===== src/rtl/ssm_pkg.sv =====
// shared types and constants for the sorted stream merge core
// no dependencies
`default_nettype none
package ssm_pkg;
  localparam int unsigned ID_W     = 3;
  localparam int unsigned CFG_W    = 4;
  localparam int unsigned POS_W    = 32;
  localparam int unsigned CNT_W    = 16;
  localparam int unsigned HREAD_W  = 17;
  localparam int unsigned READS_W  = 20;
  localparam int unsigned METH_W   = 19;
  localparam int unsigned MASK_W   = 8;
  localparam int unsigned STAT_W   = 2;
  localparam int unsigned RANK_W   = 10;

  typedef enum logic [STAT_W-1:0] {
    ST_SITE   = 2'd0,
    ST_END    = 2'd1,
    ST_UNSORT = 2'd2
  } status_t;

  // item passed from front to back
  typedef struct packed {
    logic [ID_W-1:0]  id;
    logic             is_end;
    logic             new_chrom;
    logic [RANK_W-1:0] rank;
    logic [POS_W-1:0] step;
    logic [CNT_W-1:0] meth;
    logic [CNT_W-1:0] unmeth;
  } item_t;

  // result record
  typedef struct packed {
    status_t           status;
    logic [RANK_W-1:0] chrom;
    logic [POS_W-1:0]  pos;
    logic [READS_W-1:0] reads;
    logic [METH_W-1:0] meth;
    logic [MASK_W-1:0] mask;
    logic [ID_W-1:0]   bad;
  } result_t;

  typedef enum logic [1:0] {
    BK_IDLE,
    BK_SCAN,
    BK_SUM,
    BK_EMIT
  } bk_state_t;
endpackage
`default_nettype wire


===== src/rtl/sorted_stream_merge_count_sum_core.sv =====
// top level of the sorted stream merge core: front queue, back engine, result queue
// depends on ssm_pkg, ssm_fifo, ssm_back
//
// channel  | handshake        | payload
// input    | push / full      | stream_id .. unmeth_count
// result   | pop / empty      | status .. bad_stream
// config   | cfg_we           | cfg_data (active_streams)
//
// a refill is handled in the back engine's idle state; the refill that completes a set
// adds a scan pass and a sum pass over MAX_STREAMS heads, then an emit state.
// the two-entry front queue takes items while the back engine works.
// reset (rst, synchronous) sets 8 active streams, all pending, no heads.
// a full result queue stalls the back engine, which then stalls the input.
`default_nettype none
module sorted_stream_merge_count_sum_core #(
  parameter int unsigned MAX_STREAMS = 8,
  parameter int unsigned CHROM_BITS = 10
) (
  input  wire logic        clk,
  input  wire logic        rst,
  input  wire logic        cfg_we,
  input  wire logic [3:0]  cfg_data,
  input  wire logic        push,
  output logic             full,
  input  wire logic [2:0]  stream_id,
  input  wire logic        is_end,
  input  wire logic        new_chrom,
  input  wire logic [9:0]  chrom_rank,
  input  wire logic [31:0] pos_delta,
  input  wire logic [15:0] meth_count,
  input  wire logic [15:0] unmeth_count,
  output logic             empty,
  input  wire logic        pop,
  output logic [1:0]       status,
  output logic [9:0]       site_chrom,
  output logic [31:0]      site_pos,
  output logic [19:0]      total_reads,
  output logic [18:0]      total_meth,
  output logic [7:0]       stream_mask,
  output logic [2:0]       bad_stream
);
  import ssm_pkg::*;

  logic [CFG_W-1:0] active_streams;
  item_t in_item, q_item;
  result_t res, out_res;
  logic q_empty, q_pop, r_push, r_full;

  // configuration register
  always_ff @(posedge clk) begin
    if (rst) active_streams <= CFG_W'(8);
    else if (cfg_we) active_streams <= cfg_data;
  end

  assign in_item = '{id: stream_id, is_end: is_end, new_chrom: new_chrom,
                     rank: chrom_rank, step: pos_delta, meth: meth_count,
                     unmeth: unmeth_count};

  // front queue
  ssm_fifo #(.WIDTH($bits(item_t)), .DEPTH_LOG(1)) u_front (
    .clk(clk), .rst(rst), .wr(push), .wdata(in_item), .full(full),
    .rd(q_pop), .rdata(q_item), .empty(q_empty)
  );

  ssm_back #(.MAX_STREAMS(MAX_STREAMS), .CHROM_BITS(CHROM_BITS)) u_back (
    .clk(clk), .rst(rst), .active_streams(active_streams),
    .item(q_item), .item_empty(q_empty), .item_pop(q_pop),
    .res(res), .res_push(r_push), .res_full(r_full)
  );

  // result queue
  ssm_fifo #(.WIDTH($bits(result_t)), .DEPTH_LOG(1)) u_res (
    .clk(clk), .rst(rst), .wr(r_push), .wdata(res), .full(r_full),
    .rd(pop), .rdata(out_res), .empty(empty)
  );

  assign status      = out_res.status;
  assign site_chrom  = out_res.chrom;
  assign site_pos    = out_res.pos;
  assign total_reads = out_res.reads;
  assign total_meth  = out_res.meth;
  assign stream_mask = out_res.mask;
  assign bad_stream  = out_res.bad;
endmodule
`default_nettype wire


===== src/rtl/ssm_fifo.sv =====
// small synchronous queue used between front and back and for results
// depends on nothing
`default_nettype none
module ssm_fifo #(
  parameter int unsigned WIDTH = 8,
  parameter int unsigned DEPTH_LOG = 1
) (
  input  wire logic             clk,
  input  wire logic             rst,
  input  wire logic             wr,
  input  wire logic [WIDTH-1:0] wdata,
  output logic                  full,
  input  wire logic             rd,
  output logic [WIDTH-1:0]      rdata,
  output logic                  empty
);
  localparam int unsigned DEPTH = 1 << DEPTH_LOG;
  logic [WIDTH-1:0] mem [DEPTH];
  logic [DEPTH_LOG:0] wp, rp;

  // pointers
  always_ff @(posedge clk) begin
    if (rst) begin
      wp <= '0;
      rp <= '0;
    end else begin
      if (wr && !full) wp <= wp + 1'b1;
      if (rd && !empty) rp <= rp + 1'b1;
    end
  end

  // storage
  always_ff @(posedge clk) begin
    if (wr && !full) mem[wp[DEPTH_LOG-1:0]] <= wdata;
  end

  assign rdata = mem[rp[DEPTH_LOG-1:0]];
  assign empty = (wp == rp);
  assign full  = (wp[DEPTH_LOG] != rp[DEPTH_LOG]) &&
                 (wp[DEPTH_LOG-1:0] == rp[DEPTH_LOG-1:0]);
endmodule
`default_nettype wire


===== src/rtl/ssm_back.sv =====
// back part: head table, refill check, scan for least head and summing
// depends on ssm_pkg
`default_nettype none
module ssm_back #(
  parameter int unsigned MAX_STREAMS = 8,
  parameter int unsigned CHROM_BITS = 10
) (
  input  wire logic                    clk,
  input  wire logic                    rst,
  input  wire logic [ssm_pkg::CFG_W-1:0] active_streams,
  input  wire ssm_pkg::item_t          item,
  input  wire logic                    item_empty,
  output logic                         item_pop,
  output ssm_pkg::result_t             res,
  output logic                         res_push,
  input  wire logic                    res_full
);
  import ssm_pkg::*;
  localparam int unsigned SW = $clog2(MAX_STREAMS);
  localparam int unsigned CW = $clog2(MAX_STREAMS + 1);

  logic [MAX_STREAMS-1:0] head_valid, pending, has_read;
  logic [CHROM_BITS-1:0]  head_chrom [MAX_STREAMS];
  logic [POS_W-1:0]       head_pos   [MAX_STREAMS];
  logic [CNT_W-1:0]       head_meth  [MAX_STREAMS];
  logic [HREAD_W-1:0]     head_reads [MAX_STREAMS];

  bk_state_t state, state_next;
  logic [CW-1:0] idx;
  logic          any;
  logic [CHROM_BITS-1:0] best_chrom;
  logic [POS_W-1:0]      best_pos;
  logic [READS_W:0]      sum_reads;
  logic [METH_W:0]       sum_meth;
  logic [MAX_STREAMS-1:0] mask;

  // effective stream count
  logic [CW-1:0] live;
  always_comb begin
    if (active_streams == '0) live = CW'(1);
    else if (32'(active_streams) > MAX_STREAMS) live = CW'(MAX_STREAMS);
    else live = CW'(active_streams);
  end

  // refill evaluation for the head item of the queue
  logic [SW-1:0]         iid;
  logic                  wanted, unsorted;
  logic [CHROM_BITS-1:0] n_chrom;
  logic [POS_W:0]        n_sum;
  logic [POS_W-1:0]      n_pos, base;
  logic [MAX_STREAMS-1:0] pend_after;
  always_comb begin
    iid = SW'(item.id);
    wanted = (32'(item.id) < 32'(live)) && pending[iid];
    n_chrom = item.new_chrom ? CHROM_BITS'(item.rank) : head_chrom[iid];
    base = item.new_chrom ? '0 : head_pos[iid];
    n_sum = {1'b0, base} + {1'b0, item.step};
    n_pos = n_sum[POS_W] ? '1 : n_sum[POS_W-1:0];
    unsorted = !item.is_end && has_read[iid] && (n_chrom == head_chrom[iid]) &&
               (n_pos <= head_pos[iid]);
    pend_after = pending;
    pend_after[iid] = 1'b0;
  end

  // any live stream still pending after this refill
  logic still_pend;
  always_comb begin
    still_pend = 1'b0;
    for (int i = 0; i < MAX_STREAMS; i++)
      if (i < 32'(live) && pend_after[i]) still_pend = 1'b1;
  end

  logic cur_v, cur_less, cur_eq;
  always_comb begin
    cur_v = (32'(idx) < 32'(live)) && head_valid[SW'(idx)];
    cur_less = (head_chrom[SW'(idx)] < best_chrom) ||
               (head_chrom[SW'(idx)] == best_chrom && head_pos[SW'(idx)] < best_pos);
    cur_eq = (head_chrom[SW'(idx)] == best_chrom) && (head_pos[SW'(idx)] == best_pos);
  end

  logic idle_take;
  assign idle_take = (state == BK_IDLE) && !item_empty && !res_full;

  // next state
  always_comb begin
    state_next = state;
    case (state)
      BK_IDLE: begin
        if (idle_take && wanted && !unsorted && !still_pend) state_next = BK_SCAN;
      end
      BK_SCAN: begin
        if (32'(idx) == MAX_STREAMS - 1) state_next = BK_SUM;
      end
      BK_SUM: begin
        if (32'(idx) == MAX_STREAMS - 1) state_next = BK_EMIT;
      end
      BK_EMIT: begin
        if (!res_full) state_next = BK_IDLE;
      end
      default: state_next = BK_IDLE;
    endcase
  end

  // outputs
  always_comb begin
    item_pop = idle_take;
    res_push = 1'b0;
    res = '0;
    case (state)
      BK_IDLE: begin
        if (idle_take && wanted && unsorted) begin
          res_push = 1'b1;
          res.status = ST_UNSORT;
          res.bad = item.id;
        end
      end
      BK_EMIT: begin
        res_push = !res_full;
        if (!any) begin
          res.status = ST_END;
        end else begin
          res.status = ST_SITE;
          res.chrom = RANK_W'(best_chrom);
          res.pos = best_pos;
          res.reads = sum_reads[READS_W] ? '1 : sum_reads[READS_W-1:0];
          res.meth = sum_meth[METH_W] ? '1 : sum_meth[METH_W-1:0];
          res.mask = MASK_W'(mask);
        end
      end
      default: ;
    endcase
  end

  always_ff @(posedge clk) begin
    if (rst) state <= BK_IDLE;
    else state <= state_next;
  end

  // head table and scan registers
  always_ff @(posedge clk) begin
    if (rst) begin
      head_valid <= '0;
      pending <= '1;
      has_read <= '0;
      idx <= '0;
      any <= 1'b0;
      for (int i = 0; i < MAX_STREAMS; i++) begin
        head_chrom[i] <= '0;
        head_pos[i] <= '0;
        head_meth[i] <= '0;
        head_reads[i] <= '0;
      end
    end else begin
      case (state)
        BK_IDLE: begin
          idx <= '0;
          any <= 1'b0;
          mask <= '0;
          sum_reads <= '0;
          sum_meth <= '0;
          if (idle_take && wanted && !unsorted) begin
            pending[iid] <= 1'b0;
            if (item.is_end) begin
              head_valid[iid] <= 1'b0;
            end else begin
              head_valid[iid] <= 1'b1;
              has_read[iid] <= 1'b1;
              head_chrom[iid] <= n_chrom;
              head_pos[iid] <= n_pos;
              head_meth[iid] <= item.meth;
              head_reads[iid] <= HREAD_W'(item.meth) + HREAD_W'(item.unmeth);
            end
          end
        end
        BK_SCAN: begin
          if (cur_v && (!any || cur_less)) begin
            best_chrom <= head_chrom[SW'(idx)];
            best_pos <= head_pos[SW'(idx)];
            any <= 1'b1;
          end
          idx <= (32'(idx) == MAX_STREAMS - 1) ? '0 : idx + 1'b1;
        end
        BK_SUM: begin
          if (any && cur_v && cur_eq) begin
            mask[SW'(idx)] <= 1'b1;
            pending[SW'(idx)] <= 1'b1;
            sum_reads <= sum_reads + (READS_W+1)'(head_reads[SW'(idx)]);
            sum_meth <= sum_meth + (METH_W+1)'(head_meth[SW'(idx)]);
          end
          if (32'(idx) != MAX_STREAMS - 1) idx <= idx + 1'b1;
        end
        default: ;
      endcase
    end
  end
endmodule
`default_nettype wire


===== config.mk =====
export PLATFORM = sky130hd
export DESIGN_NAME = sorted_stream_merge_count_sum_core
export DESIGN_NICKNAME = d
export VERILOG_FILES = /design/src/rtl/ssm_pkg.sv /design/src/rtl/sorted_stream_merge_count_sum_core.sv /design/src/rtl/ssm_fifo.sv /design/src/rtl/ssm_back.sv
export SDC_FILE = /design/constraint.sdc
export NUM_CORES = 2
export LEC_CHECK = 0
export BUFFER_PORTS_ARGS = -buffer_cell sky130_fd_sc_hd__buf_2
export CELL_PAD_IN_SITES_DETAIL_PLACEMENT = 1
export CELL_PAD_IN_SITES_GLOBAL_PLACEMENT = 2
export CORE_MARGIN = 3
export CORE_UTILIZATION = 40
export DETAILED_ROUTE_END_ITERATION = 7
export GPL_TIMING_DRIVEN = 0
export PLACE_DENSITY = 0.82
export SLEW_MARGIN = 20
export SYNTH_ARGS = -nofsm -noshare
export SYNTH_HDL_FRONTEND = slang
export SYNTH_SLANG_ARGS = --single-unit

===== constraint.sdc =====
create_clock -name clk -period 23.2 [get_ports clk]
set_clock_uncertainty 0.05 [all_clocks]
set_input_delay 2.32 -clock clk [delete_from_list [all_inputs] [get_ports clk]]
set_output_delay 2.32 -clock clk [all_outputs]
set_load 0.02 [all_outputs]

==> impl_results.md <==
- Post-synthesis instance area: 52000 sq um
- CTS tree: yes
- DR WL/cell: 28.3 microns
- Pre-Repair DR Iteration Count: 5
- Maximum buffer depth of the clock tree: 3
- Die Area: 134000 sq um
- Clock transition time at the flip-flop clock pins of the worst setup and hold paths: 0.06 ns
- Drt first-iter violations: 3682
- First-pass GRT wire length: 251000 microns
- Prevailing post-synth register cell: sky130_fd_sc_hd__edfxtp_1
- Final routed wirelength across all metal layers: 172000 microns
- Endpoint arrival time on the critical path: 14.82 ns
- Detailed placer's ending HPWL: 121000 microns
- Total power divided by cell area: 123 nW/um^2
- Synthesized area per cell: 13.2 sq um
- Proportion of layout cells with a drive suffix above 1: 20.5%
- Chip height: 367 microns
- Hold_buf cts: 0
- Category of the worst setup path capture point: register
- Fin Setup TNS: 0 ns
- Number of filler instances in the final layout: 13093
- Post-Place Setup Slack: 9.11 ns
- Sequential share of the synthesized area: 61.7%
- Final-stage net count: 4529
- Yosys cell types: 74
- Unrepaired setup endpoints after global routing: no
- Biggest cell delay along the critical path: 1.01 ns
- Met1 track demand over resource: 33.1%
- Initial core utilization: 40.5%
- Post-DRT Antenna Nets: 0
- Post-Syn Instances: 3930
- Worst setup path category: register to register
- Maximum number of pins on one net before global-route repair: 50
- #FFs+latches synth: 1085
- Max Cap Viol: 0
- Library cell with the largest summed area after synthesis: sky130_fd_sc_hd__edfxtp_1
- Core Footprint: 128000 sq um
- Crit path launch type: register
- Max-Slew Margin vs Limit: 13.8%
- Hold Fails Final Rpt: 0
- Run status: finished clean
- Maximum fanout encountered on the critical timing path: 25
- Total number of placement rows: 131
- Overall Global Routing Usage: 25.3%
- Global placement routability congestion: 0.889
- Initial antenna violation count: 21
- Total number of clock tree sinks: 1085
- DRC viols: 0
- H-tree depth reported by CTS: 3
- Vias: 35494
- CTS Root Buffer Type: sky130_fd_sc_hd__clkbuf_16
- Max IR drop VDD: 0.0969 mV
- Area share of the leading cell type in the synthesized netlist: 59.8%
- Slew at the pin with the worst max-slew slack: 1.29 ns
- Setup Buffers After CTS: 0
- Hold_sp: u_back.has_read[3]$_SDFFE_PP0P_
- Remaining global-route overflow: 0
- Standby leakage power: 21.7 nW
- Critical Path RT: 23.58 ns
- Slowest-stage cell, CP: sky130_fd_sc_hd__buf_1
- Cell repeated most along the worst path: sky130_fd_sc_hd__buf_2
- Post-route setup slack: 8.76 ns
- Count of port buffers added during placement: 182
- Nets in the synthesized netlist: 4187
- Yosys Warn Count: 0
- Proportion of register bits with asynchronous set or reset after synthesis: 0%
- Layout area overhead: 15.2%
- Peak Freq: 69.2 MHz
- Number of clock buffers inserted by TritonCTS: 118
- Final cycle utilization of the critical path: 62.2%
- Overall die width: 367 microns
- Register-to-register setup slack: 8.76 ns
- Grt met2 use: 41.2%
- I/O pin count: 184
- Post_cts resized: 0
- Clock Latency Late Sink: 0.75 ns
- Class of the worst hold path: register to register
- Met3 routing resource usage after global routing: 5.69%
- Number of setup violations in the final report: 0
- Avg Vias per Cell: 5.82
- Min cycle time layout: 14.44 ns
- Number of synthesized flops with an enable pin: 1037
- Busiest layer in global routing: met2
- Top area cells in the synthesized netlist: sky130_fd_sc_hd__edfxtp_1, sky130_fd_sc_hd__mux4_2, sky130_fd_sc_hd__nor2_1, sky130_fd_sc_hd__mux2_2, sky130_fd_sc_hd__ha_1
- Max-slew violation count: 0
- Vias in the first global route: 37226
-- layout by cell type, fill, tap and decap left out, drive strengths merged, types with 46 or more instances in the layout --
| cell type | n |
|---|---|
| o21ai | 83 |
| a21oi | 98 |
| ha | 165 |
| mux2 | 219 |
| o22ai | 132 |
| inv | 148 |
| clkbuf | 267 |
| edfxtp | 1037 |
| buf | 319 |
| nor2 | 902 |
| mux4 | 161 |
| nand2 | 136 |
| dfxtp | 48 |
| xnor2 | 46 |
| mux2i | 52 |
-- per-layer routing --
metal / part of all wire (%) / vias up
met5: 0.096 / -
met4: 3.7 / 24
met3: 9.3 / 370
met2: 47 / 1643
met1: 40 / 18139
li1: - / 15318
-- through the flow --
stage | std cells | instance area, sq um | hold WS [ns] | util (%) | total power [mW]
4_1_cts | 6094 | 59900 | 0.425 | 46.6 | 7.35
5_1_grt | 6096 | 59900 | 0.467 | 46.7 | 7.73
3_3_place_gp | 5841 | 55100 | 0.409 | 42.9 | 5.35
3_5_place_dp | 5880 | 56000 | 0.414 | 43.7 | 5.44
2_1_floorplan | 3930 | 52000 | 0.395 | - | 4.34
6_report | 6100 | 59900 | 0.425 | 46.7 | 7.36
-- synth_stat cells (all sizes together), types with 9 or more instances --
library cell and instances:
nor2 902, a22oi 9, a21oi 98, a21o 34
or3 29, o211ai 10, nor3 44, and2 22
a31oi 10, o31ai 11, a211oi 15, mux2i 52
edfxtp 1037, mux4 161, dfxtp 48, or4 21
and3 22, nor2b 31, nand4 21, ha 165
nand2b 17, o21bai 11, o21ai 83, nand2 136
clkbuf 121, o22ai 132, xor2 28, o21a 27
xnor2 46, nand3 35, mux2 219, inv 142
buf 100, nor3b 9
-- cell type report --
class                      count  area (sq um)  share of cell area [%]
antenna                        5          12.5                  0.0209
buffer                       221          1190                    1.99
clock buffer                 144          3120                    5.21
clock inverter                70           714                    1.19
inverter                     143           537                   0.896
multi-input combinational   2481         18400                    30.7
sequential                  1085         32100                    53.6
tap                         1729          2160                    3.61
timing repair buffer         222          1690                    2.82
-- logic make-up (layout without fill, tap and decap cells) --
logic type / Yosys count / after routing / synth area share (%)
adders and majority gates: 169 / 169 / 4.12
AOI/OAI and AO/OA: 499 / 499 / 6.22
other: 0 / 5 / 0
buffers and inverters: 364 / 800 / 3.28
and+or+nand+nor: 1307 / 1307 / 10.7
DFF: 1085 / 1085 / 61.7
muxes: 432 / 432 / 12.7
xor gates and xnor gates: 74 / 74 / 1.25
-- path summary, 6_finish.rpt --
path                            cells past startpoint                               to
worst max-delay path                               41       u_res.mem[0][34]$_DFFE_PP_
worst max register to register                     41       u_res.mem[0][34]$_DFFE_PP_
worst min register to register                      2  u_back.has_read[3]$_SDFFE_PP0P_
worst min-delay path                                2  u_back.has_read[3]$_SDFFE_PP0P_
-- state kept, by name (all words and copies together) (netlist names), 8 cells and up, named ones only --
name and flops:
u_back.sum_meth 20, u_back.mask 8, u_back.best_chrom 10, u_back.best_pos 32, u_back.head_pos 256, u_back.head_reads 136, u_back.has_read 8, u_res.mem 188
u_back.head_chrom 80, u_back.head_meth 128, u_back.pending 8, u_front.mem 158, u_back.sum_reads 21
-- power by group --
group | internal (mW) | switching (mW) | total, mW
logic | 0.879 | 2.09 | 2.96
clock network | 1.10 | 0.802 | 1.90
registers | 2.41 | 0.0902 | 2.50
total | 4.38 | 2.98 | 7.36
-- critical path: cells and delay by family, from the launching register on --
kind	cells	cell delay, ns
AOI/OAI and AO/OA	12	3.53
DFF	1	0.35
muxes	1	0.31
and+or+nand+nor	11	3.99
buffers and inverters	15	5.18
adders and majority gates	2	0.61
Power figures use the tool's default switching activity.
